**src/rtl/btbm_ram.sv**
```systemverilog
// Generic single-write, single-read RAM with registered read data.
module btbm_ram #(
    parameter int WIDTH = 8,
    parameter int DEPTH = 64,
    parameter int AW    = (DEPTH > 1) ? $clog2(DEPTH) : 1
) (
    input  logic             aclk,
    input  logic             wr_en,
    input  logic [AW-1:0]    wr_addr,
    input  logic [WIDTH-1:0] wr_data,
    input  logic             rd_en,
    input  logic [AW-1:0]    rd_addr,
    output logic [WIDTH-1:0] rd_data
);

    logic [WIDTH-1:0] mem [DEPTH];
    logic [WIDTH-1:0] rd_data_reg;

    // Write port
    always_ff @(posedge aclk) begin
        if (wr_en) begin
            mem[wr_addr] <= wr_data;
        end
    end

    // Registered read port
    always_ff @(posedge aclk) begin
        if (rd_en) begin
            rd_data_reg <= mem[rd_addr];
        end
    end

    assign rd_data = rd_data_reg;

endmodule

```
**config.mk**
```make
export PLATFORM = sky130hd
export DESIGN_NAME = btbm_ram
export DESIGN_NICKNAME = d
export VERILOG_FILES = /design/src/rtl/btbm_ram.sv
export SDC_FILE = /design/constraint.sdc
export NUM_CORES = 1
export LEC_CHECK = 0
export ABC_CLOCK_PERIOD_IN_PS = 4320
export BUFFER_PORTS_ARGS = -buffer_cell sky130_fd_sc_hd__buf_2
export CAP_MARGIN = 20
export CORE_ASPECT_RATIO = 1.4
export CORE_MARGIN = 5
export CORE_UTILIZATION = 60
export CTS_BUF_LIST = sky130_fd_sc_hd__clkbuf_4 sky130_fd_sc_hd__clkbuf_8
export DETAILED_ROUTE_END_ITERATION = 8
export PLACE_DENSITY_LB_ADDON = 0.3
export SLEW_MARGIN = 20
export SYNTH_ARGS = -nofsm -noshare
export SYNTH_HDL_FRONTEND = slang
export SYNTH_SLANG_ARGS = --single-unit
```
**constraint.sdc**
```tcl
create_clock -name aclk -period 4.32 [get_ports aclk]
set_input_delay 0 -clock aclk [delete_from_list [all_inputs] [get_ports aclk]]
set_output_delay 0 -clock aclk [all_outputs]
set_load 0.01 [all_outputs]
```
# Yosys cells after proc, flatten, opt, wreduce, memory -nomap -nowiden

Memories as Yosys holds them, arrays and structs flattened. A register that Yosys moved wholly into a read port is not among the register bits.
Cells that the tools add are included.

Input bits: 23
Memories kept: 1
Bits in registers: 0
Memory bits (writable): 512
Logic and storage cells: 3
Output and inout port bits: 8

Mux-type cells: 2

Memory list:

| memory | words | width | read ports | clocked after Yosys merged registers in | write ports | RTL line | RTL |
|---|---|---|---|---|---|---|---|
| mem    | 64    | 8     | 1          | 1                                       | 1           | 16       | `logic [WIDTH-1:0] mem [DEPTH];` |

Operators with widths:

| kind             | number |
|---|---|
| 1-bit 2-to-1 mux | 2 |

# Depth between registers and ports, before layout

Gate-level depths: netlist of the first run.

Depth in word-level cells: 2
Gate-level depth with buffers: 9
Gate-level depth less buffers: 5

# Worst setup path before layout of the first run

Ideal clock, no wire load.

Kind: reg2reg
From: mem mem[29][4]
To: reg rd_data_reg[4] (netlist: rd_data[4]) (read register of mem), data pin
Stages on the path, launching flop included: 6
Data arrival time: 1.560 ns
Library setup time: 0.270 ns
Path buffers: 0
Required time: 4.050 ns
Path slack: 2.490 ns
Cells stage by stage: edfxtp_1 mux4_2 mux2_2 o221a_2 nor3_1 o32ai_1

RTL lines:

| what        | RTL line | RTL |
|---|---|---|
| from (decl) | 16       |  |
| to (decl)   | 17       | `logic [WIDTH-1:0] rd_data_reg;` |

# Final worst setup path of the first run

From: in wr_addr[2]
To: mem mem[13][6] (enable)

RTL lines:

| what        | RTL line | RTL |
|---|---|---|
| from (decl) | 9        | `input logic [AW-1:0] wr_addr,` |

Straight into the memory's write port.

==> impl_metrics.ini, run 1 <==
[drt]
initialDrtViolationCount = 919
ant_nets = 0
drc = 0
drtPass1Iterations = 5
vias = 9636
routed_wl_mm = 42.9
vias_per_cell = 6.35
wire_per_inst_um = 28.2

[floorplan]
dieArea_sq_um = 37600
std_cell_rows = 79
die_h_um = 227
fp.dieW_um = 165
core_sq_um = 33300
initial_utilization_pct = 60.8
ioPinCount = 31

[setup_path]
slowest_delay_ns = 0.91
critPathLaunchType = input port
cp.arrival_ns = 2.39
cpMaxStageDelayCell = nor2_1
critical_path_class = input port to flop
cp-end-kind = flop
critPathRequiredTime_ns = 4.55
crit_chain = dlygate4sd3_1, buf_2, nor2b_1, nand3_1, nor2_1
cp_max_fo = 10

[grt]
grt_pass1_vias = 10100
grt_max_degree = 65
grt-ovfl-total = 0
grt_pass1_wl_mm = 64.1
antenna_found_initial = 0
grt.total_usage_pct = 23.9

[clocking]
cts_buffer_depth = 3
root_buffer = clkbuf_8
cts_sinks = 520
cts_tree = done
clk-insertion-delay-late_ns = 0.62
cts_setup_buffers = 0
cts.clk_slew.worst_paths_ns = 0.07
cts_hold_buf = 5
numCtsBuffers = 73
cts_resized = 0
h-tree-depth = 3

[sta]
finalHoldViolCount = 0
max_freq_mhz = 462
worstMarginPinSlew_ns = 0.957
drv_slew = 0
grt_setup_unrepaired = no
slew_headroom_pct = 35.9
setup_viol = 0
final.period_utilization_pct = 50.1
setup-tns-final_ns = 0
fin_crit_ns = 2.16
fin_skew_ns = 0.0307

[layout]
multiInputGateArea_sq_um = 4330
fill_cells = 2144
nNetsFinal = 1041
diodes = 0
largest_reg_flops = 512
drive_gt1_share_pct = 27.8
regArea_sq_um = 15600
area_delta_synth_final_pct = 10.2

[power]
p_total_uw = 9840
ir_drop_uv = 259
p_per_area_nw_per_um2 = 441
p_leak_uw = 0.00696

[place]
gp_congestion = 0.823
portBuffers = 30
hpwl_mm = 26.0

[logic_synthesis]
syn-cell-area_sq_um = 20200
synth_flop_cell = edfxtp_1
yosys_warnings = 0
synth_fp_nets = 963
post-synth-top-count-cell = edfxtp_1
ys_seq_area_share_pct = 77.1
yosys.area.top_type = edfxtp_1
synthArstFlopShare_pct = 0
syn-instance-count = 940
synth_edf_count = 520
synth_cell_types = 39
synth_top_area_share_pct = 77.1
synth_common_cells = edfxtp_1 (520), mux4_2 (126), nor2_1 (83), mux2i_1 (23), nand2_1 (19)
ys_seq_elements = 520
synth.area.top_cells = edfxtp_1 (77%), mux4_2 (14%), nor2_1 (1.5%)
avgSynthCellArea_sq_um = 21.5

[run_status]
status = completed

[run]
drv_cap = 0

[min_path]
hp-class = input port to flop
## worst max-delay path: cells and delay by family
kind,cells,cell delay [ns]
buffers and inverters,2,0.74
AND/OR/NAND/NOR,3,1.65
## path summary, 6_finish.rpt
| kind | from | end | slack (ns) | depth (start not counted) |
|---|---|---|---|---|
| hold reg to reg | mem[22][1] | rd_data[1] | 0.92 | 4 |
| setup reg to reg | mem[46][0] | rd_data[0] | 2.26 | 4 |
| setup / recovery | wr_addr[2] | mem[13][6] | 2.16 | 5 |
| hold / removal | wr_data[2] | mem[10][2] | 0.09 | 2 |
## where the power goes
part | switching (uW) | leakage [uW] | internal (uW)
combinational | 312 | 0.00152 | 192
clock | 1760 | 0.000755 | 1970
sequential | 13.3 | 0.00469 | 5600
## metal layers
layer	track usage, %	vias to the layer above	wire length, um
li1	-	4091	-
met3	5.33	92	3730
met2	38.6	496	21800
met4	11.8	0	1930
met5	0	-	0
met1	31.2	4957	15400
## per-stage QoR
step | area [sq um] | util, % | worst slack (ns) | hold slack (ns) | std cells
final | 22300 | 67.0 | 2.16 | 0.0926 | 1518
after global routing | 22300 | 67.0 | 2.04 | 0.0842 | 1518
after CTS | 22200 | 66.8 | 2.23 | 0.0273 | 1512
after detailed placement | 20800 | 62.4 | 1.55 | 0.375 | 1377
after global placement | 20800 | 62.3 | 1.57 | 0.380 | 1377
after floorplan | 20200 | - | 2.49 | 0.0989 | 940
## cells by family (layout without fill, tap and decap cells)
kind of cell    count (synthesis)  in the layout  share of synthesized area, %
buf+inv                        51            184                          1.56
compound gates                 54             54                          2.06
simple gates                  153            153                          3.37
flops                         520            520                          77.1
mux                           162            162                          15.9
## cells in the final DEF, fill, tap and decap left out, types with 11 or more instances in the layout
cell type      count
nor2b_1           14
mux2_2            13
clkbuf_8          80
buf_2             21
clkbuf_4          19
nor2_1            83
clkinv_2          11
nand2_1           19
dlygate4sd3_1     11
mux2i_1           23
buf_4             20
edfxtp_1         520
nand3_1           13
clkinv_1          18
mux4_2           126
## final cells by class
| type | count | area share, % |
|---|---|---|
| multi-input cells | 369 | 19.4 |
| clock buffers | 98 | 5.51 |
| flip-flops and latches | 520 | 70.0 |
| repair buffers | 54 | 1.79 |
| clock inverters | 32 | 0.852 |
| well taps | 445 | 2.49 |
Power figures use the tool's default switching activity.
==> run 2: changes to the inputs <==
--- a/config.mk
+++ b/config.mk
@@ -5,12 +5,13 @@
 export SDC_FILE = /design/constraint.sdc
 export NUM_CORES = 1
 export LEC_CHECK = 0
-export ABC_CLOCK_PERIOD_IN_PS = 4320
+export ABC_AREA = 1
+export ABC_CLOCK_PERIOD_IN_PS = 1800
 export BUFFER_PORTS_ARGS = -buffer_cell sky130_fd_sc_hd__buf_2
 export CAP_MARGIN = 20
 export CORE_ASPECT_RATIO = 1.4
 export CORE_MARGIN = 5
-export CORE_UTILIZATION = 60
+export CORE_UTILIZATION = 59
 export CTS_BUF_LIST = sky130_fd_sc_hd__clkbuf_4 sky130_fd_sc_hd__clkbuf_8
 export DETAILED_ROUTE_END_ITERATION = 8
 export PLACE_DENSITY_LB_ADDON = 0.3
==> constraint.sdc (replaced) <==
create_clock -name aclk -period 1.8 [get_ports aclk]
set_input_delay 0 -clock aclk [delete_from_list [all_inputs] [get_ports aclk]]
set_output_delay 0 -clock aclk [all_outputs]
set_load 0.01 [all_outputs]
==> impl_metrics.ini, run 2 <==
[clocking]
cts_buffer_depth = 3
root_buffer = clkbuf_8
clk-insertion-delay-late_ns = 0.64
cts_hold_buf = 14
cts_tree = done
cts_resized = 0
cts_sinks = 520
h-tree-depth = 3
cts_setup_buffers = 0
numCtsBuffers = 74
cts.clk_slew.worst_paths_ns = 0.06

[floorplan]
dieArea_sq_um = 40300
initial_utilization_pct = 59.8
std_cell_rows = 82
core_sq_um = 35800
fp.dieW_um = 171
ioPinCount = 31
die_h_um = 235

[logic_synthesis]
synth_flop_cell = edfxtp_1
post-synth-top-count-cell = nand2_1
synth-compound-area-share_pct = 0
synth_cell_types = 15
synthArstFlopShare_pct = 0
synth_top_family_by_area = simple AND/OR/NAND/NOR gates
yosys.area_share.simple_pct = 23.1
synth.area.top_cells = edfxtp_1 (73%), nand2_1 (11%), nand3_1 (10%)
syn-cell-area_sq_um = 21400
synth_xor_area_share_pct = 0
synth_common_cells = nand2_1 (648), edfxtp_1 (520), nand3_1 (439), nor2_1 (56), buf_2 (37)
synth_fp_nets = 1828
ys_seq_elements = 520
yosys_warnings = 0
synth_top_area_share_pct = 72.9
syn-instance-count = 1805
synth_mux_area_share_pct = 0
yosys.area.top_type = edfxtp_1
ys_seq_area_share_pct = 72.9
avgSynthCellArea_sq_um = 11.9
synth_edf_count = 520
synthAdderAreaFrac_pct = 0

[sta]
grt_setup_unrepaired = no
slew_headroom_pct = 24.7
finalHoldViolCount = 0
setup_viol = 0
fin_skew_ns = 0.0277
worstMarginPinSlew_ns = 1.13
drv_slew = 0
setup-tns-final_ns = 0
fin_crit_ns = 1.72
max_freq_mhz = 582
final.period_utilization_pct = 95.4
worst_slack_ns = 0.0819

[drt]
wire_per_inst_um = 21.1
ant_nets = 0
drtPass1Iterations = 8
drc = 0
vias = 14500
routed_wl_mm = 52.0
vias_per_cell = 5.87
initialDrtViolationCount = 1731

[grt]
grt_pass1_vias = 14500
grt.total_usage_pct = 26.3
antenna_found_initial = 2
grt-ovfl-total = 0
grt_max_degree = 78
grt_pass1_wl_mm = 80.6

[power]
p_leak_uw = 0.00900
p_clk_share_pct = 38.2
switchingPower_uw = 5400
p_seq_share_pct = 55.0
p_int_uw = 19100
switching_share_pct = 22.0
ir_drop_uv = 627
pwr-share-comb_pct = 6.8
p_per_area_nw_per_um2 = 1010

[setup_path]
cp_max_fo = 8
critPathRequiredTime_ns = 2.14
cp-end-kind = flop
cp.arrival_ns = 2.05
critical_path_class = input port to flop
critPathLaunchType = input port

[layout]
largest_reg_flops = 512
drive_gt1_share_pct = 14.0
nNetsFinal = 1969
final_common_cell = nand2_1
area_delta_synth_final_pct = 13.2
fill_cells = 2540
diodes = 0
mostFrequentLayoutCells = nand2_1 (648), edfxtp_1 (520), nand3_1 (439)

[place]
dp_slack_ns = 0.0223
gp_congestion = 0.915
hpwl_mm = 32.4
portBuffers = 30

[run_status]
status = completed

[min_path]
hp-class = input port to flop

[run]
drv_cap = 0
==> run 2: cell count changes after synthesis, sizes merged, moves of 23 or more <==
cell / before / now
mux2i: 23 / 0
mux4: 126 / 0
nand3: 13 / 439
buf: 34 / 98
nor2: 83 / 56
nand2: 19 / 648
==> run 2: logic make-up (layout without fill, tap and decap cells) <==
family                 Yosys count  in the layout
buffers and inverters          125            319
flip-flops                     520            520
AND/OR/NAND/NOR               1160           1160
==> run 2: routing by layer <==
metal | vias up | track usage [%] | routed length (um)
li1 | 6633 | - | -
met1 | 7046 | 32.7 | 19200
met2 | 625 | 44.6 | 26900
met3 | 148 | 3.98 | 3480
met4 | 4 | 13.6 | 2470
met5 | - | 0 | 27
==> run 2: through the flow <==
step                total power (uW)  utilization, %  hold slack (ns)  instance area, sq um  instances
floorplan                      14700               -           0.0989                 21400       1805
global placement               15300            63.2            0.426                 22600       2318
detailed placement             15300            63.2            0.433                 22600       2318
CTS                            24600            67.7         0.000515                 24200       2461
global route                   25300            67.7           0.0715                 24200       2461
finish                         24500            67.7           0.0437                 24200       2461
==> run 2: final timing paths <==
kind	start	to	slack, ns	depth (start not counted)
worst max-delay path	wr_addr[5]	mem[50][6]	0.08	6
worst min-delay path	rd_addr[4]	rd_data[6]	0.04	5
worst max register to register	mem[43][7]	rd_data[7]	0.32	8
worst min register to register	mem[57][6]	rd_data[6]	0.88	8
==> run 2: cell type report <==
class / count / area (sq um) / area share [%]
Multi-Input combinational cell: 1160 / 4950 / 20.4
Tap cell: 462 / 578 / 2.38
Clock inverter: 28 / 250 / 1.03
Inverter: 12 / 52.6 / 0.217
Timing Repair Buffer: 178 / 1570 / 6.47
Sequential cell: 520 / 15600 / 64.4
Clock buffer: 101 / 1240 / 5.11
==> run 2: power groups by stage <==
stage / clock, uW / sequential, uW / combinational (uW)
finish: 9360 / 13500 / 1670
global route: 10000 / 13500 / 1820
CTS: 9500 / 13500 / 1660
detailed placement: 0 / 13700 / 1630
global placement: 0 / 13700 / 1590
floorplan: 0 / 13700 / 942
==> run 2: worst max-delay path, cell delays in order <==
cell and delay [ns]:
dlygate4sd3_1 0.58, buf_2 0.18, nand4_1 0.27, nor4_1 0.25, dlygate4sd3_1 0.59, buf_4 0.18
