## src/rtl/btbm_pkg.sv

```systemverilog
// Shared types and constants for the binary template best-match block.
package btbm_pkg;

    // Default sizes
    localparam int TEMPLATE_COUNT_DEF = 64;
    localparam int BITMAP_BITS_DEF    = 64;

    // Fixed field widths
    localparam int CMD_W     = 1;
    localparam int INDEX_W   = 6;
    localparam int LABEL_W   = 8;
    localparam int BITMAP_W  = 64;
    localparam int SCORE_W   = 7;
    localparam int CFG_W     = 7;
    localparam int CFG_IDX_W = 2;

    // Register file indexes
    localparam logic [CFG_IDX_W-1:0] REG_TEMPLATES_IN_USE = 2'd0;
    localparam logic [CFG_IDX_W-1:0] REG_BITS_IN_USE      = 2'd1;

    // Reset values of the registers
    localparam logic [CFG_W-1:0] TEMPLATES_IN_USE_RST = 7'd64;
    localparam logic [CFG_W-1:0] BITS_IN_USE_RST      = 7'd64;

    // Request commands
    typedef enum logic [CMD_W-1:0] {
        CMD_LOAD  = 1'b0,
        CMD_MATCH = 1'b1
    } btbm_cmd_t;

    // Sequencer states
    typedef enum logic [1:0] {
        ST_IDLE,
        ST_SCAN,
        ST_DONE
    } btbm_state_t;

    // Sequencer to scoring unit
    typedef struct packed {
        logic clear;    // start of a match, drop running best
        logic rd_vld;   // template memory read data valid this cycle
    } btbm_scan_ctl_t;

    // Scoring unit to sequencer
    typedef struct packed {
        logic               busy;
        logic [SCORE_W-1:0] best_score;
        logic [LABEL_W-1:0] best_label;
    } btbm_scan_sts_t;

endpackage

```

## src/rtl/btbm_score.sv

```systemverilog
// Shared scoring unit: masked agreement popcount and running best per candidate.
module btbm_score #(
    parameter int BITMAP_BITS = btbm_pkg::BITMAP_BITS_DEF
) (
    input  logic                     aclk,
    input  logic                     aresetn,
    input  btbm_pkg::btbm_scan_ctl_t ctl,
    input  logic [BITMAP_BITS-1:0]   tmpl_bits,
    input  logic [btbm_pkg::LABEL_W-1:0] tmpl_label,
    input  logic [BITMAP_BITS-1:0]   cand,
    input  logic [BITMAP_BITS-1:0]   mask,
    output btbm_pkg::btbm_scan_sts_t sts
);
    import btbm_pkg::*;

    localparam int NG  = (BITMAP_BITS + 7) / 8;
    localparam int PW  = NG * 8;
    localparam int SW  = $clog2(BITMAP_BITS + 1);

    logic [PW-1:0]      agree;
    logic [3:0]         byte_cnt      [NG];
    logic [3:0]         byte_cnt_reg  [NG];
    logic [LABEL_W-1:0] a_label_reg;
    logic               a_vld_reg;
    logic [SW-1:0]      score;
    logic [SW-1:0]      score_reg;
    logic [LABEL_W-1:0] b_label_reg;
    logic               b_vld_reg;
    logic [SW-1:0]      best_score_reg;
    logic [LABEL_W-1:0] best_label_reg;

    // Bits that agree, restricted to bits in use, padded to whole bytes
    assign agree = PW'(~(cand ^ tmpl_bits) & mask);

    // Stage A: per-byte ones count
    always_comb begin
        for (int g = 0; g < NG; g++) begin
            byte_cnt[g] = 4'd0;
            for (int b = 0; b < 8; b++) begin
                byte_cnt[g] = byte_cnt[g] + 4'(agree[g*8 + b]);
            end
        end
    end

    always_ff @(posedge aclk) begin
        for (int g = 0; g < NG; g++) begin
            byte_cnt_reg[g] <= byte_cnt[g];
        end
        a_label_reg <= tmpl_label;
    end

    // Stage B: sum of byte counts
    always_comb begin
        score = '0;
        for (int g = 0; g < NG; g++) begin
            score = score + SW'(byte_cnt_reg[g]);
        end
    end

    always_ff @(posedge aclk) begin
        score_reg   <= score;
        b_label_reg <= a_label_reg;
    end

    // Valid tracking through the two stages
    always_ff @(posedge aclk) begin
        if (!aresetn) begin
            a_vld_reg <= 1'b0;
            b_vld_reg <= 1'b0;
        end else begin
            a_vld_reg <= ctl.rd_vld;
            b_vld_reg <= a_vld_reg;
        end
    end

    // Stage C: first template with a strictly higher score wins
    always_ff @(posedge aclk) begin
        if (!aresetn) begin
            best_score_reg <= '0;
            best_label_reg <= '0;
        end else if (ctl.clear) begin
            best_score_reg <= '0;
            best_label_reg <= '0;
        end else if (b_vld_reg && (score_reg > best_score_reg)) begin
            best_score_reg <= score_reg;
            best_label_reg <= b_label_reg;
        end
    end

    assign sts.busy       = a_vld_reg | b_vld_reg;
    assign sts.best_score = SCORE_W'(best_score_reg);
    assign sts.best_label = best_label_reg;

endmodule

```

## config.mk

```make
export PLATFORM = sky130hd
export DESIGN_NAME = btbm_score
export DESIGN_NICKNAME = d
export VERILOG_FILES = /design/src/rtl/btbm_pkg.sv /design/src/rtl/btbm_score.sv
export SDC_FILE = /design/constraint.sdc
export NUM_CORES = 1
export LEC_CHECK = 0
export ABC_CLOCK_PERIOD_IN_PS = 5400
export BUFFER_PORTS_ARGS = -buffer_cell sky130_fd_sc_hd__buf_2
export CAP_MARGIN = 20
export CORE_UTILIZATION = 52
export DETAILED_ROUTE_END_ITERATION = 10
export GPL_ROUTABILITY_DRIVEN = 0
export PLACE_DENSITY = 0.85
export SYNTH_ARGS = -nofsm -noshare
export SYNTH_HDL_FRONTEND = slang
export SYNTH_SLANG_ARGS = --single-unit
```

## constraint.sdc

```tcl
create_clock -name aclk -period 5.4 [get_ports aclk]
set_clock_uncertainty 0.1 [all_clocks]
set_input_delay 1.08 -clock aclk [delete_from_list [all_inputs] [get_ports aclk]]
set_output_delay 1.08 -clock aclk [all_outputs]
set_load 0.1 [all_outputs]
```

After elaboration in Yosys (flattened, before gate mapping)
Memory sizes are Yosys's and may differ from the RTL's.
Cells that the tools add are included.
{"block": "word_totals", "reg_bits": 40, "ramBits": 32, "inputBits": 204, "output_inout_bits": 16, "wordCells": 79, "n_memories": 1}
{"name": "byte_cnt_reg", "depth": 8, "word_bits": 4, "rd": 8, "rd_ports_with_merged_regs": 0, "wr": 8, "line": "btbm_score.sv:22", "rtl": "logic [3:0] byte_cnt_reg [NG];"}
{"block": "op_classes", "n_addsub": 63, "magnitude_cmp": 1, "bitwise_logic": 5, "reduce_logical": 2}
{"op": "$add A4 B1 Y4", "count": 32}
{"op": "$and A64 B64 Y64", "count": 1}
{"op": "$not A64 Y64", "count": 1}
{"op": "$xor A64 B64 Y64", "count": 1}
{"op": "$add A3 B1 Y4", "count": 8}
{"op": "$add A7 B4 Y7", "count": 4}
{"op": "$add A2 B1 Y3", "count": 8}
{"op": "$add A1 B1 Y2", "count": 8}
{"op": "$add A6 B4 Y7", "count": 1}
{"op": "$gt A7 B7 Y1", "count": 1}
{"op": "$add A5 B4 Y6", "count": 1}
{"op": "$add A4 B4 Y5", "count": 1}
{"op": "$reduce_or A2 Y1", "count": 1}
{"op": "$logic_and A1 B1 Y1", "count": 1}
{"op": "$not A1 Y1", "count": 1}
{"op": "$or A1 B1 Y1", "count": 1}

Longest topological paths before layout
Gate-level depths: netlist (run 1).
{"block": "logic_depth", "word_depth": 10, "depth_mapped": 12, "depth_no_buf": 12}

Least setup slack after synthesis (run 1)
Ideal clock, no wire load.
{"block": "synth_timing", "path_type": "input-to-reg", "from": "input cand[8]", "to": "memory byte_cnt_reg[1][2]", "setup_ns": 0.118, "t_arrival_ns": 3.624, "required_ns": 5.182, "slack_ns": 1.557, "stages": 11, "n_path_buf": 0, "cell_sequence": "xnor2_1 -> and2_1 -> fa_1 -> inv_1 -> fa_1 -> fa_1 -> inv_1 -> ha_1 -> inv_1 -> fa_1 -> xnor2_1"}
{"item": "start, declared", "line": "btbm_score.sv:10", "rtl": "input logic [BITMAP_BITS-1:0] cand,"}
{"item": "end, declared", "line": "btbm_score.sv:22"}

==> results of run 1 <==
-- power by group through the flow --
stage                     Sequential (mW)  Clock [mW]  Combinational (mW)
after floorplan                     0.762           0                1.31
after global placement              0.754           0                1.63
after detailed placement            0.760           0                1.83
after CTS                           0.748       0.412                1.82
after global routing                0.758       0.436                2.11
final                               0.745       0.398                1.76
-- per-layer routing --
| metal | part of all wire [%] | GRT usage, % | vias to the layer above | wire length, µm |
|---|---|---|---|---|
| li1 | - | - | 1913 | - |
| met4 | 1.3 | 6.22 | 0 | 123 |
| met3 | 4.8 | 4.22 | 15 | 441 |
| met1 | 37 | 19.4 | 1736 | 3390 |
| met5 | 0 | 0 | - | 0 |
| met2 | 57 | 39.8 | 113 | 5230 |
-- layout by cell type, fill, tap and decap left out --
cell,instances
clkinv_2,3
xnor2_1,73
mux2i_1,15
nand3_1,1
fa_1,55
nand3b_1,1
o221a_1,1
clkbuf_8,9
a21oi_1,13
bufinv_16,1
ha_1,38
nor2b_1,8
clkinvlp_4,1
o21ai_0,1
clkinv_4,1
dfxtp_1,72
nand4_1,1
nor2b_2,1
buf_2,219
and2_1,34
xor2_1,1
nand2_1,63
a21o_1,3
or2_2,1
inv_1,112
-- cells by family after synthesis --
logic type | count (synthesis) | synth area share (%)
AOI/OAI and AO/OA | 18 | 2.11
xor gates and xnor gates | 74 | 13.2
adders and majority gates | 93 | 32.1
buffers and inverters | 117 | 9.42
DFF | 72 | 29.3
muxes | 15 | 3.06
and+or+nand+nor | 110 | 10.8
-- layout make-up --
class / count / area share, %
multi-input combinational: 310 / 47.9
clock inverter: 6 / 0.974
sequential: 72 / 22.9
inverter: 112 / 6.68
timing repair buffer: 219 / 17.4
tap: 111 / 2.21
clock buffer: 9 / 1.97
-- worst max path at each step --
| stage | endpoint | slack [ns] | cells past startpoint |
|---|---|---|---|
| 6_report | score_reg[6] | 1.59 | 12 |
| 5_1_grt | score_reg[6] | 1.49 | 12 |
| 4_1_cts | score_reg[6] | 1.56 | 12 |
| 3_5_place_dp | byte_cnt_reg[1][2] | 1.30 | 12 |
| 3_3_place_gp | byte_cnt_reg[6][1] | 1.38 | 12 |
| 2_1_floorplan | byte_cnt_reg[1][2] | 1.56 | 11 |
-- per-stage QoR --
step                      util [%]  cells  setup slack, ns  power, mW
after floorplan                  -    499             1.56       2.07
after global placement        66.4    824             1.38       2.39
after detailed placement      66.4    824             1.30       2.59
after CTS                     68.4    839             1.56       2.98
after global routing          68.4    839             1.49       3.30
final                         68.4    839             1.59       2.90
==> reports/qor.yml, run 1 <==
h-tree-depth: 3
cpLargestDelayFamily: "adder cells"
tns_ns: 0
syn_area_mm2: 0.00491
synth_area_per_cell_um2: 9.85
overflow: 0
arrival_ns: 3.94
cts_root_buf: "clkbuf_8"
power_density_mw_per_mm2: 461
synth_most_common_cell: "inv_1"
r2r_start: "byte_cnt_reg[3][2]"
drive_above_1_share_pct: 32.4
endpoint_kind: "register"
synth-edff-count: 0
p_leak_nw: 3.26
fp.dieH_um: 99.2
nNetsFinal: 1021
async_reset_ff_share_pct: 0
ctsResizeCount: 0
holdCritStartpoint: "a_label_reg[2]"
drtAntennaViolNets: 0
crit_path_start: "byte_cnt_reg[3][2]"
p_seq_share_pct: 25.7
post_drt_wl_per_cell_um: 10.9
numCtsBuffers: 9
drc: 0
largest_register_ff_count: 32
grt_max_degree: 31
relSlewSlack_pct: 30.0
setup_viol: 0
cp_slowest_stage_delay_ns: 0.55
post_cts_buffers: 0
cp_num_buf_inv: 4
hold_end: "b_label_reg[2]"
hold_violations: 0
hold_path.class: "reg2reg"
slew_viol_final: 0
fin_hold_ws_ns: 0.229
worstMarginPinSlew_ns: 1.04
period_needed_ns: 3.81
finalCritPeriodShare_pct: 70.5
final_cell_area_mm2: 0.00629
clkPwrFrac_pct: 13.7
antenna_found_initial: 0
ys_ff_latch: 72
max_clock_freq_mhz: 263
dr.pass1.iters: 6
r2r_cells: 12
outcome: "finished, final reports clean"
dpl_cell_area_mm2: 0.00611
dieArea_mm2: 0.00984
clk_pin_slew_ns: 0.07
num-fill-cells: 726
core_area_mm2: 0.00920
ys_top_cells_by_area: "dfxtp_1 29%, fa_1 22%, xnor2_1 13%"
worstPathRequired_ns: 5.53
path_class: "reg2reg"
whs_path_depth: 0
layout.area.seq_mm2: 0.00144
synth_top_area_share_pct: 29.3
io_buffer_count: 219
crit_slowest_cell: "fa_1"
yosysTopAreaCell: "dfxtp_1"
netlist_instances: 499
start_util_pct: 53.4
ys.flop_type: "dfxtp_1"
vias_per_cell: 4.50
die_w_um: 99.2
cts.sinks: 72
rows: 35
syn2layout_area_growth_pct: 28.1
cts_tree: "done"
boundaryPins: 220
grt_pass1_vias: 3894
grt_use_total_pct: 19.6
yosys-top-cells-count: "112 x inv_1, 73 x xnor2_1, 72 x dfxtp_1, 63 x nand2_1, 55 x fa_1"
p_int_mw: 1.70
synth_cell_types: 21
vias: 3777
worstSetupStartpointType: "register"
reg2reg_slack_ns: 1.59
peakVddDrop_mv: 0.398
clkLatencyLatePin_ns: 0.33
rsz0062_at_grt: "no"
cap_violations: 0
multi_input_area_mm2: 0.00301
p_sw_mw: 1.20
drtIter0Drc: 50
yosysWarnings: 0
n_antenna_cell: 0
cts.path.max_buffers: 2
power_frac_comb_pct: 60.6
syn_nets: 796
switching_share_pct: 41.4
crit_fanout: 2
grt_pass1_wl_mm: 15.3
ys_seq_area_share_pct: 29.3
cts_hold_buffers: 0
crit_path_frequent_cell: "fa_1"
crit_chain: "inv_1 > fa_1 > inv_1 > fa_1 > fa_1 > inv_1 > fa_1 > inv_1 > ha_1 > fa_1 > a21o_1 > a21o_1"
hpwl_mm: 8.26
r2r_end: "score_reg[6]"
drt-total-wl_mm: 9.18
Power figures use the tool's default switching activity.
==> inputs of run 2 (changes only) <==
ABC_CLOCK_PERIOD_IN_PS = 3700   (was 5400)
CORE_UTILIZATION = 48   (was 52)
PLACE_DENSITY = 0.79   (was 0.85)
clock period = 3.7 ns   (was 5.4 ns; I/O delays follow)
==> run 2 against run 1 <==
  * Non-clock buffer count increased by 1
  * Critical endpoint unchanged
  * Die area up 8.2%
  * Register-to-register slack worse by 1.5 ns
  * Setup slack worse by 1.5 ns
  * Clock-buffer cell count rose by 1
  * Sequential cell count stayed put
  * Largest power group unchanged
  * Final cell count up 2.9%
==> reports/qor.yml, run 2 (same netlist as run 1, synthesis figures left out) <==
drive_above_1_share_pct: 33.4
max_clock_freq_mhz: 277
tns_ns: 0
final_cells: 863
relSlewSlack_pct: 30.6
endpoint_kind: "register"
arrival_ns: 3.74
cts.sinks: 72
cpLargestDelayFamily: "adder cells"
power_density_mw_per_mm2: 729
peakVddDrop_mv: 0.757
post_drt_wl_per_cell_um: 10.3
utilization_pct: 64.9
layout_commonest_cell: "buf_2"
final_cell_area_mm2: 0.00641
numCtsBuffers: 9
preCtsSetupSlack_ns: -0.0967
placed_cells: 847
dpl_cell_area_mm2: 0.00614
dieArea_mm2: 0.0106
grt_pass1_vias: 3733
cts.path.max_buffers: 2
drtAntennaViolNets: 0
layout_common_cells: "219 x buf_2, 110 x inv_1, 73 x xnor2_1"
hold_violations: 0
drtIter0Drc: 19
cp_slowest_stage_delay_ns: 0.54
grt_max_degree: 31
clk_pin_slew_ns: 0.08
nNetsFinal: 1022
worstPathRequired_ns: 3.83
fin_hold_ws_ns: 0.224
clkLatencyLatePin_ns: 0.34
path_class: "reg2reg"
cap_violations: 0
crit_fanout: 2
num-fill-cells: 818
finalCritPeriodShare_pct: 97.7
cp_num_buf_inv: 4
n_antenna_cell: 0
outcome: "finished, final reports clean"
grt_pass1_wl_mm: 14.4
crit_chain: "inv_2 > fa_1 > inv_2 > fa_1 > fa_1 > inv_1 > fa_1 > inv_1 > ha_2 > fa_2 > a21o_1 > a21o_1"
worstMarginPinSlew_ns: 1.04
p_leak_nw: 3.29
period_needed_ns: 3.62
hold_path.class: "reg2reg"
boundaryPins: 220
dr.pass1.iters: 2
vias: 3726
drc: 0
start_util_pct: 49.8
syn2layout_area_growth_pct: 30.4
core_area_mm2: 0.00986
crit_path_frequent_cell: "fa_1"
p_total_mw: 4.67
slew_viol_final: 0
rows: 36
io_buffer_count: 219
fp.dieH_um: 103
cts_root_buf: "clkbuf_8"
hpwl_mm: 7.83
grt_use_total_pct: 17.5
overflow: 0
h-tree-depth: 3
cts_tree: "done"
setup_ws_ns: 0.0850
crit_slowest_cell: "fa_1"
antenna_found_initial: 0
largest_register_ff_count: 32
worstSetupStartpointType: "register"
drt-total-wl_mm: 8.91
die_w_um: 103
rsz0062_at_grt: "yes"
setup_viol: 0
vias_per_cell: 4.32
[run 2: cell types whose count changed in the layout (fill, tap and decap cells not counted), moves of 2 or more]
cell	previous run	this run
inv_1	112	110
inv_2	0	2
bufinv_16	1	3
clkinv_2	3	0
[run 2: layout make-up]
type / instances / area (µm²) / share of cell area [%]
clock buffers: 10 / 138 / 2.15
clock inverters: 6 / 115 / 1.80
inverters: 112 / 420 / 6.56
multi-input cells: 310 / 3020 / 47.1
flip-flops and latches: 72 / 1440 / 22.5
well taps: 133 / 166 / 2.60
repair buffers: 220 / 1100 / 17.2
[run 2: final timing paths]
kind         depth (start not counted)          startpoint              to  slack [ns]
max                                 12  byte_cnt_reg[2][2]    score_reg[6]        0.08
max reg2reg                         12  byte_cnt_reg[2][2]    score_reg[6]        0.08
min reg2reg                          0      a_label_reg[0]  b_label_reg[0]        0.22
min                                  0      a_label_reg[0]  b_label_reg[0]        0.22
[run 2: per-layer routing]
metal	vias to the layer above	global-route usage, %	wire [µm]
li1	1916	-	-
met1	1685	16.4	3280
met2	112	37.0	5070
met3	13	3.63	455
met4	0	5.74	109
met5	-	0	0
[run 2: where the power goes]
group          leakage, nW  switching [mW]  internal, mW  total (mW)
Clock                0.123           0.293         0.470       0.762
Combinational         2.57            1.50          1.32        2.83
Sequential           0.597          0.0773          1.01        1.08
[run 2: repair_timing]
action	in CTS	in global routing
pin swaps	2	7
gates resized for setup	2	4
buffers inserted	0	0
hold buffers	0	0
setup endpoints to repair	2	3
