===== config.mk =====
export PLATFORM = sky130hd
export DESIGN_NAME = btbm_ctrl
export DESIGN_NICKNAME = d
export VERILOG_FILES = /design/src/rtl/btbm_pkg.sv /design/src/rtl/btbm_ctrl.sv
export SDC_FILE = /design/constraint.sdc
export NUM_CORES = 1
export LEC_CHECK = 0
export BUFFER_PORTS_ARGS = -buffer_cell sky130_fd_sc_hd__buf_2
export CAP_MARGIN = 20
export CORE_MARGIN = 5
export CORE_UTILIZATION = 40
export DETAILED_ROUTE_END_ITERATION = 10
export GPL_TIMING_DRIVEN = 1
export HOLD_SLACK_MARGIN = 0.1
export PLACE_DENSITY = 0.69
export SETUP_SLACK_MARGIN = 0.15
export SYNTH_ARGS = -nofsm -noshare
export SYNTH_HDL_FRONTEND = slang
export SYNTH_SLANG_ARGS = --single-unit

===== constraint.sdc =====
create_clock -name aclk -period 4.74 [get_ports aclk]
set_input_delay 0.474 -clock aclk [delete_from_list [all_inputs] [get_ports aclk]]
set_output_delay 0.474 -clock aclk [all_outputs]
set_load 0.05 [all_outputs]

===== src/rtl/btbm_pkg.sv =====
// Shared types and constants for the binary template best-match block.
package btbm_pkg;

    // Default sizes
    localparam int TEMPLATE_COUNT_DEF = 64;
    localparam int BITMAP_BITS_DEF    = 64;

    // Fixed field widths
    localparam int CMD_W     = 1;
    localparam int INDEX_W   = 6;
    localparam int LABEL_W   = 8;
    localparam int BITMAP_W  = 64;
    localparam int SCORE_W   = 7;
    localparam int CFG_W     = 7;
    localparam int CFG_IDX_W = 2;

    // Register file indexes
    localparam logic [CFG_IDX_W-1:0] REG_TEMPLATES_IN_USE = 2'd0;
    localparam logic [CFG_IDX_W-1:0] REG_BITS_IN_USE      = 2'd1;

    // Reset values of the registers
    localparam logic [CFG_W-1:0] TEMPLATES_IN_USE_RST = 7'd64;
    localparam logic [CFG_W-1:0] BITS_IN_USE_RST      = 7'd64;

    // Request commands
    typedef enum logic [CMD_W-1:0] {
        CMD_LOAD  = 1'b0,
        CMD_MATCH = 1'b1
    } btbm_cmd_t;

    // Sequencer states
    typedef enum logic [1:0] {
        ST_IDLE,
        ST_SCAN,
        ST_DONE
    } btbm_state_t;

    // Sequencer to scoring unit
    typedef struct packed {
        logic clear;    // start of a match, drop running best
        logic rd_vld;   // template memory read data valid this cycle
    } btbm_scan_ctl_t;

    // Scoring unit to sequencer
    typedef struct packed {
        logic               busy;
        logic [SCORE_W-1:0] best_score;
        logic [LABEL_W-1:0] best_label;
    } btbm_scan_sts_t;

endpackage


===== src/rtl/btbm_ctrl.sv =====
// Sequencer: request intake, register file, template scan, group tracking and result register.
module btbm_ctrl #(
    parameter int TEMPLATE_COUNT = btbm_pkg::TEMPLATE_COUNT_DEF,
    parameter int BITMAP_BITS    = btbm_pkg::BITMAP_BITS_DEF,
    parameter int AW             = (TEMPLATE_COUNT > 1) ? $clog2(TEMPLATE_COUNT) : 1
) (
    input  logic                               aclk,
    input  logic                               aresetn,
    // request channel
    input  logic                               s_valid,
    output logic                               s_ready,
    input  logic [btbm_pkg::CMD_W-1:0]         s_command,
    input  logic [btbm_pkg::INDEX_W-1:0]       s_template_index,
    input  logic [btbm_pkg::LABEL_W-1:0]       s_template_label,
    input  logic [btbm_pkg::BITMAP_W-1:0]      s_bitmap,
    input  logic                               s_last_in_group,
    // register writes
    input  logic                               cfg_wr_en,
    input  logic [btbm_pkg::CFG_IDX_W-1:0]     cfg_wr_index,
    input  logic [btbm_pkg::CFG_W-1:0]         cfg_wr_data,
    // result channel
    output logic                               m_valid,
    input  logic                               m_ready,
    output logic [btbm_pkg::LABEL_W-1:0]       m_best_label,
    output logic [btbm_pkg::SCORE_W-1:0]       m_best_score,
    // template memory
    output logic                               mem_wr_en,
    output logic [AW-1:0]                      mem_wr_addr,
    output logic [BITMAP_BITS+btbm_pkg::LABEL_W-1:0] mem_wr_data,
    output logic                               mem_rd_en,
    output logic [AW-1:0]                      mem_rd_addr,
    // scoring unit
    output btbm_pkg::btbm_scan_ctl_t           scan_ctl,
    input  btbm_pkg::btbm_scan_sts_t           scan_sts,
    output logic [BITMAP_BITS-1:0]             cand,
    output logic [BITMAP_BITS-1:0]             mask
);
    import btbm_pkg::*;

    localparam int CW = $clog2(TEMPLATE_COUNT + 1);

    btbm_state_t        state_reg, state_next;
    logic [CFG_W-1:0]   tiu_reg, tiu_next;
    logic [CFG_W-1:0]   biu_reg, biu_next;
    logic [CW-1:0]      nt_reg, nt_next;
    logic [CW-1:0]      issue_cnt_reg, issue_cnt_next;
    logic               rd_vld_reg;
    logic [BITMAP_BITS-1:0] cand_reg;
    logic [BITMAP_BITS-1:0] mask_reg, mask_next;
    logic               last_reg;
    logic               group_open_reg, group_open_next;
    logic [SCORE_W-1:0] group_score_reg, group_score_next;
    logic [LABEL_W-1:0] group_label_reg, group_label_next;
    logic               m_valid_reg, m_valid_next;
    logic [LABEL_W-1:0] m_label_reg, m_label_next;
    logic [SCORE_W-1:0] m_score_reg, m_score_next;
    logic [CFG_W-1:0]   nb;

    logic accept, match_start, issue, scan_done, finish, take;

    assign accept      = s_valid && s_ready;
    assign match_start = accept && (s_command == CMD_MATCH);

    // Template store writes on load requests inside the store
    assign mem_wr_en   = accept && (s_command == CMD_LOAD)
                         && (32'(s_template_index) < TEMPLATE_COUNT);
    assign mem_wr_addr = AW'(s_template_index);
    assign mem_wr_data = {s_template_label, s_bitmap[BITMAP_BITS-1:0]};

    // Register file
    always_comb begin
        tiu_next = tiu_reg;
        biu_next = biu_reg;
        if (cfg_wr_en) begin
            case (cfg_wr_index)
                REG_TEMPLATES_IN_USE: tiu_next = cfg_wr_data;
                REG_BITS_IN_USE:      tiu_next = tiu_reg;
                default:              tiu_next = tiu_reg;
            endcase
            case (cfg_wr_index)
                REG_BITS_IN_USE: biu_next = cfg_wr_data;
                default:         biu_next = biu_reg;
            endcase
        end
    end

    // Saturated template count and bit mask taken at match start
    always_comb begin
        if (32'(tiu_reg) > TEMPLATE_COUNT) begin
            nt_next = CW'(TEMPLATE_COUNT);
        end else begin
            nt_next = CW'(tiu_reg);
        end
        if (32'(biu_reg) > BITMAP_BITS) begin
            nb = CFG_W'(BITMAP_BITS);
        end else begin
            nb = biu_reg;
        end
        for (int i = 0; i < BITMAP_BITS; i++) begin
            mask_next[i] = (i < int'(nb));
        end
    end

    // Next state
    always_comb begin
        state_next = state_reg;
        case (state_reg)
            ST_IDLE: begin
                if (match_start) begin
                    state_next = ST_SCAN;
                end
            end
            ST_SCAN: begin
                if (scan_done) begin
                    state_next = ST_DONE;
                end
            end
            ST_DONE: begin
                if (finish) begin
                    state_next = ST_IDLE;
                end
            end
            default: state_next = ST_IDLE;
        endcase
    end

    // State outputs
    always_comb begin
        s_ready   = 1'b0;
        issue     = 1'b0;
        scan_done = 1'b0;
        finish    = 1'b0;
        case (state_reg)
            ST_IDLE: s_ready = 1'b1;
            ST_SCAN: begin
                issue     = (issue_cnt_reg < nt_reg);
                scan_done = !issue && !rd_vld_reg && !scan_sts.busy;
            end
            ST_DONE: finish = !last_reg || !m_valid_reg || m_ready;
            default: ;
        endcase
    end

    // Group update and result register
    always_comb begin
        take             = !group_open_reg || (scan_sts.best_score > group_score_reg);
        group_open_next  = group_open_reg;
        group_score_next = group_score_reg;
        group_label_next = group_label_reg;
        m_label_next     = m_label_reg;
        m_score_next     = m_score_reg;
        m_valid_next     = m_valid_reg && !m_ready;
        if (finish) begin
            if (last_reg) begin
                m_valid_next     = 1'b1;
                m_score_next     = take ? scan_sts.best_score : group_score_reg;
                m_label_next     = take ? scan_sts.best_label : group_label_reg;
                group_open_next  = 1'b0;
                group_score_next = '0;
                group_label_next = '0;
            end else begin
                group_open_next = 1'b1;
                if (take) begin
                    group_score_next = scan_sts.best_score;
                    group_label_next = scan_sts.best_label;
                end
            end
        end
    end

    // Scan address counter
    always_comb begin
        issue_cnt_next = issue_cnt_reg;
        if (match_start) begin
            issue_cnt_next = '0;
        end else if (issue) begin
            issue_cnt_next = issue_cnt_reg + CW'(1);
        end
    end

    // Control registers
    always_ff @(posedge aclk) begin
        if (!aresetn) begin
            state_reg       <= ST_IDLE;
            tiu_reg         <= TEMPLATES_IN_USE_RST;
            biu_reg         <= BITS_IN_USE_RST;
            issue_cnt_reg   <= '0;
            rd_vld_reg      <= 1'b0;
            group_open_reg  <= 1'b0;
            group_score_reg <= '0;
            group_label_reg <= '0;
            m_valid_reg     <= 1'b0;
        end else begin
            state_reg       <= state_next;
            tiu_reg         <= tiu_next;
            biu_reg         <= biu_next;
            issue_cnt_reg   <= issue_cnt_next;
            rd_vld_reg      <= issue;
            group_open_reg  <= group_open_next;
            group_score_reg <= group_score_next;
            group_label_reg <= group_label_next;
            m_valid_reg     <= m_valid_next;
        end
    end

    // Request payload and result payload
    always_ff @(posedge aclk) begin
        if (match_start) begin
            nt_reg   <= nt_next;
            cand_reg <= s_bitmap[BITMAP_BITS-1:0];
            mask_reg <= mask_next;
            last_reg <= s_last_in_group;
        end
        m_label_reg <= m_label_next;
        m_score_reg <= m_score_next;
    end

    assign mem_rd_en       = issue;
    assign mem_rd_addr     = issue_cnt_reg[AW-1:0];
    assign scan_ctl.clear  = match_start;
    assign scan_ctl.rd_vld = rd_vld_reg;
    assign cand            = cand_reg;
    assign mask            = mask_reg;
    assign m_valid         = m_valid_reg;
    assign m_best_label    = m_label_reg;
    assign m_best_score    = m_score_reg;

endmodule


# Yosys cells after proc, flatten, opt, wreduce, memory -nomap -nowiden

Cells that the tools add are included.

$add $sub $neg: 1
Multiply operators: 0
Div/mod/pow operators: 0
Magnitude comparators: 68
Equality and inequality tests: 6
Shift operators: 0
Multiplexer cells: 16
Bitwise gates (word level): 2
Reductions and logical operators: 23

Operators with widths:

| kind                | count |
|---|---|
| $lt 6x7->1 const A  | 32 |
| $lt 5x7->1 const A  | 16 |
| $lt 4x7->1 const A  | 8 |
| $lt 3x7->1 const A  | 4 |
| $mux 7              | 3 |
| $mux 8              | 2 |
| $gt 7x7->1 const B  | 2 |
| $lt 1x7->1 const A  | 2 |
| $lt 2x7->1 const A  | 2 |
| $add 7x1->7 const B | 1 |
| $gt 7x7->1          | 1 |
| $logic_not 1->1     | 7 |
| $lt 7x7->1          | 1 |
| $mux 1              | 7 |
| $logic_and 1x1->1   | 6 |
| $mux 2              | 3 |
| $ne 2x2->1 const B  | 3 |
| $pmux 2 s3          | 1 |
| $reduce_and 2->1    | 3 |
| $eq 2x1->1 const B  | 2 |
| $logic_not 2->1     | 2 |
| $logic_or 1x1->1    | 3 |
| $reduce_and 3->1    | 1 |
| $eq 2x2->1 const B  | 1 |
| 2 further kinds     | 3 |

Bits in registers: 192
Bits in latches: 0
Bits in writable memories: 0
Bits in read-only memories: 0
Bits of input ports: 110
Memories: 0

# Depth between registers and ports, before layout

Depth in word-level cells: 7
Depth in mapped cells: 8
Gate-level depth less buffers: 7

# Least setup slack after synthesis

Ideal clock, no wire load.

Path kind: register to output
Start: reg state_reg[0]
End: out scan_ctl[1] (netlist name)
Arrival: 5.012 ns
Required time: 4.266 ns
Slack: -0.746 ns
Cell stages (with the launch flop): 4
Buffers on the path: 1
Cell sequence: dfxtp_1 > nor2_1 > and3_1 > buf_4

Longest elaborated chain between the ends: 4

RTL lines:

| element                | RTL line         | text |
|---|---|---|
| from (decl)            | btbm_ctrl.sv:42  | `btbm_state_t state_reg, state_next;` |
| from (signal assigned) | btbm_ctrl.sv:194 | `state_reg <= state_next;` |
| $logic_not 2->1        | btbm_ctrl.sv:133 | `case (state_reg)` |
| $mux 1                 | btbm_ctrl.sv:133 |  |
| named net s_ready      | btbm_ctrl.sv:11  | `output logic s_ready,` |
| $logic_and 1x1->1      | btbm_ctrl.sv:61  | `assign accept = s_valid && s_ready;` |
| $logic_and 1x1->1      | btbm_ctrl.sv:62  | `assign match_start = accept && (s_command == CMD_MATCH);` |
| to (decl)              | btbm_ctrl.sv:33  | `output btbm_pkg::btbm_scan_ctl_t scan_ctl,` |

The timed path passes the listed nets, and every way through them passes these cells.

# Final worst setup path

Start: reg issue_cnt_reg[2]
End: out mem_rd_en

Longest elaborated chain between the ends: 2

RTL lines:

| element                | RTL line         | text |
|---|---|---|
| from (decl)            | btbm_ctrl.sv:46  | `logic [CW-1:0] issue_cnt_reg, issue_cnt_next;` |
| from (signal assigned) | btbm_ctrl.sv:197 | `issue_cnt_reg <= issue_cnt_next;` |
| $lt 7x7->1             | btbm_ctrl.sv:136 | `issue = (issue_cnt_reg < nt_reg);` |
| $mux 1                 | btbm_ctrl.sv:133 |  |
| to (decl)              | btbm_ctrl.sv:30  | `output logic mem_rd_en,` |

No other way between the ends.

==> metrics.cfg <==
[setup_path]
cp_max_fo = 6
path_class = flop to primary output
required_ns = 4.27
r2r-end = group_score_reg[2]
cp_data_arrival_time_ns = 2.22
reg2reg_slack_ns = 2.26
critPathLaunchType = flop
reg2regPathDepth = 7
r2r-start = group_score_reg[4]
cp-end-kind = primary output

[timing]
setup_violations = 0
setup_slack_ns = 2.05
hold_ws_ns = 0.229
fmax_mhz = 372
slew_headroom = 0.420
drv_slew = 0
fin_crit_sh = 0.567
rsz0062_at_grt = false
setup_tns_ns = 0
hold_violations = 0
period_needed_ns = 2.69
fin_worst_skew_ns = 0.0109
tightest_slew_ns = 0.870

[floorplanning]
ios = 343
die_h_um = 151
placementRows = 51
die_w_um = 151
die-area_mm2 = 0.0228
initial_core_util = 0.408
core_mm2 = 0.0195

[route]
drt_iter0_drc = 257
dr.pass1.iters = 4
drc = 0
wirelength_um = 20000
vias_per_cell = 4.75
postRouteAntennaNets = 0
wl_per_cell_um = 18.3
vias = 5177

[finish]
n_fill_cell = 1756
final_util = 0.500
fin_cells = 1089
syn_to_final_growth_pct = 22.5
final_cell_mix = 314 x buf_2, 151 x edfxtp_1, 41 x dfxtp_1
final_cell_area_mm2 = 0.00976
fin_nets = 935
final_common_cell = buf_2
final_layout_size_suffix_gt1_frac = 0.466
antenna_cells = 0

[yosys]
yosys_most_used_dff = edfxtp_1
ys_ff_latch = 192
synthesis.area_mm2 = 0.00796
synth_top_cell_area_share = 0.569
synthTopCellsByArea = edfxtp_1 57%, dfxtp_1 10%, buf_4 8.2%
netlist_instances = 582
ys_seq_area_frac = 0.672
synth_warnings = 0
synth.distinct_cells = 50
synth_top_area_cell = edfxtp_1
avgSynthCellArea_um2 = 13.7
ys_async_sr_fraction = 0
synth_edf_count = 151
syn-num-nets = 706

[placement]
gp_congestion = 0.781
io_buffers = 314
placed_area_mm2 = 0.00917
dp_slack_ns = 2.02
hpwl_um = 15000
place_inst = 1057

[cts]
cts_setup_buffers = 0
clockBufferDepth = 2
root_buffer = clkbuf_16
h-tree-depth = 4
cts_inserted_buffers = 17
postCtsHoldBufs = 0
clk-insertion-delay-late_ns = 0.42
cts_tree = built
clk_pin_slew_worst_paths_ns = 0.07
cts_sinks = 192
post_cts_resized = 0

[global_route]
grtUsageTotal = 0.164
grt_max_degree = 90
grt_pass1_wl_um = 28000
antenna_found_initial = 0
grt_pass1_vias = 4886
grt_overflow = 0

[worst_hold_path]
hold_class = primary input to flop
min_path_cells = 1
hold_path_startpoint = s_last_in_group
hold_end = last_reg

[outcome]
status = finished clean

[flow_run]
maxCapViolations = 0

[pwr]
max-vdd-ir-drop_mv = 0.236
p_leak_nw = 3.74
p_per_area_mw_per_mm2 = 389
total_power_mw = 3.79

==> kinds of logic (layout without fill, tap and decap cells) <==
kind of cell / after synthesis / in the layout / share of synthesized area
simple gates: 115 / 115 / 0.0710
xor+xnor: 4 / 4 / 0.00440
fa+ha+maj: 14 / 14 / 0.0220
buf+inv: 133 / 375 / 0.105
compound gates: 95 / 95 / 0.0867
flops: 192 / 192 / 0.672
mux: 29 / 29 / 0.0386
==> synth_stat cells (all sizes together), types with 6 or more instances <==
cell type and n:
nand2b 6, mux2i 15, nor2b 12, a22o 15
o21ai 32, o21bai 9, a21o 8, inv 26
clkbuf 16, ha 14, buf 91, mux2 14
dfxtp 41, nand2 35, edfxtp 151, a21oi 13
nor2 38
==> worst max-delay path by stage <==
stage,endpoint,slack (ns),start
finish,mem_rd_en,2.05,issue_cnt_reg[2]
global route,mem_rd_en,1.89,issue_cnt_reg[2]
CTS,mem_rd_en,2.01,issue_cnt_reg[2]
detailed placement,group_score_reg[2],2.02,scan_sts[12]
global placement,group_score_reg[5],2.07,scan_sts[12]
floorplan,scan_ctl[1],0.90,state_reg[0]
==> power breakdown <==
part	leakage, nW	total, mW	switching, mW	internal (mW)
registers	1.62	1.90	0.0232	1.88
logic	1.83	0.497	0.387	0.110
clock network	0.289	1.39	0.688	0.707
total	3.74	3.79	1.10	2.69
==> critical path, stage by stage (launching register included) <==
cell	delay, ns
dfxtp_1	0.42
ha_1	0.27
a211oi_1	0.28
o21ai_2	0.17
a21oi_2	0.32
buf_2	0.33
==> routing by layer <==
| metal | up-vias | share of wire | track usage |
|---|---|---|---|
| met5 | - | 0 | 0 |
| met4 | 0 | 0.010 | 0.0422 |
| met3 | 20 | 0.071 | 0.0470 |
| li1 | 2461 | - | - |
| met1 | 2502 | 0.39 | 0.200 |
| met2 | 194 | 0.52 | 0.285 |
==> cell type report <==
cell class / count / area, um2 / area share
timing repair buffer: 317 / 1610 / 0.165
inverter: 26 / 97.6 / 0.0100
clock inverter: 15 / 161 / 0.0165
clock buffer: 17 / 425 / 0.0436
tap: 265 / 332 / 0.0340
multi-input combinational: 257 / 1780 / 0.182
sequential: 192 / 5360 / 0.549
Note: power is estimated with default switching activity, not from simulation.
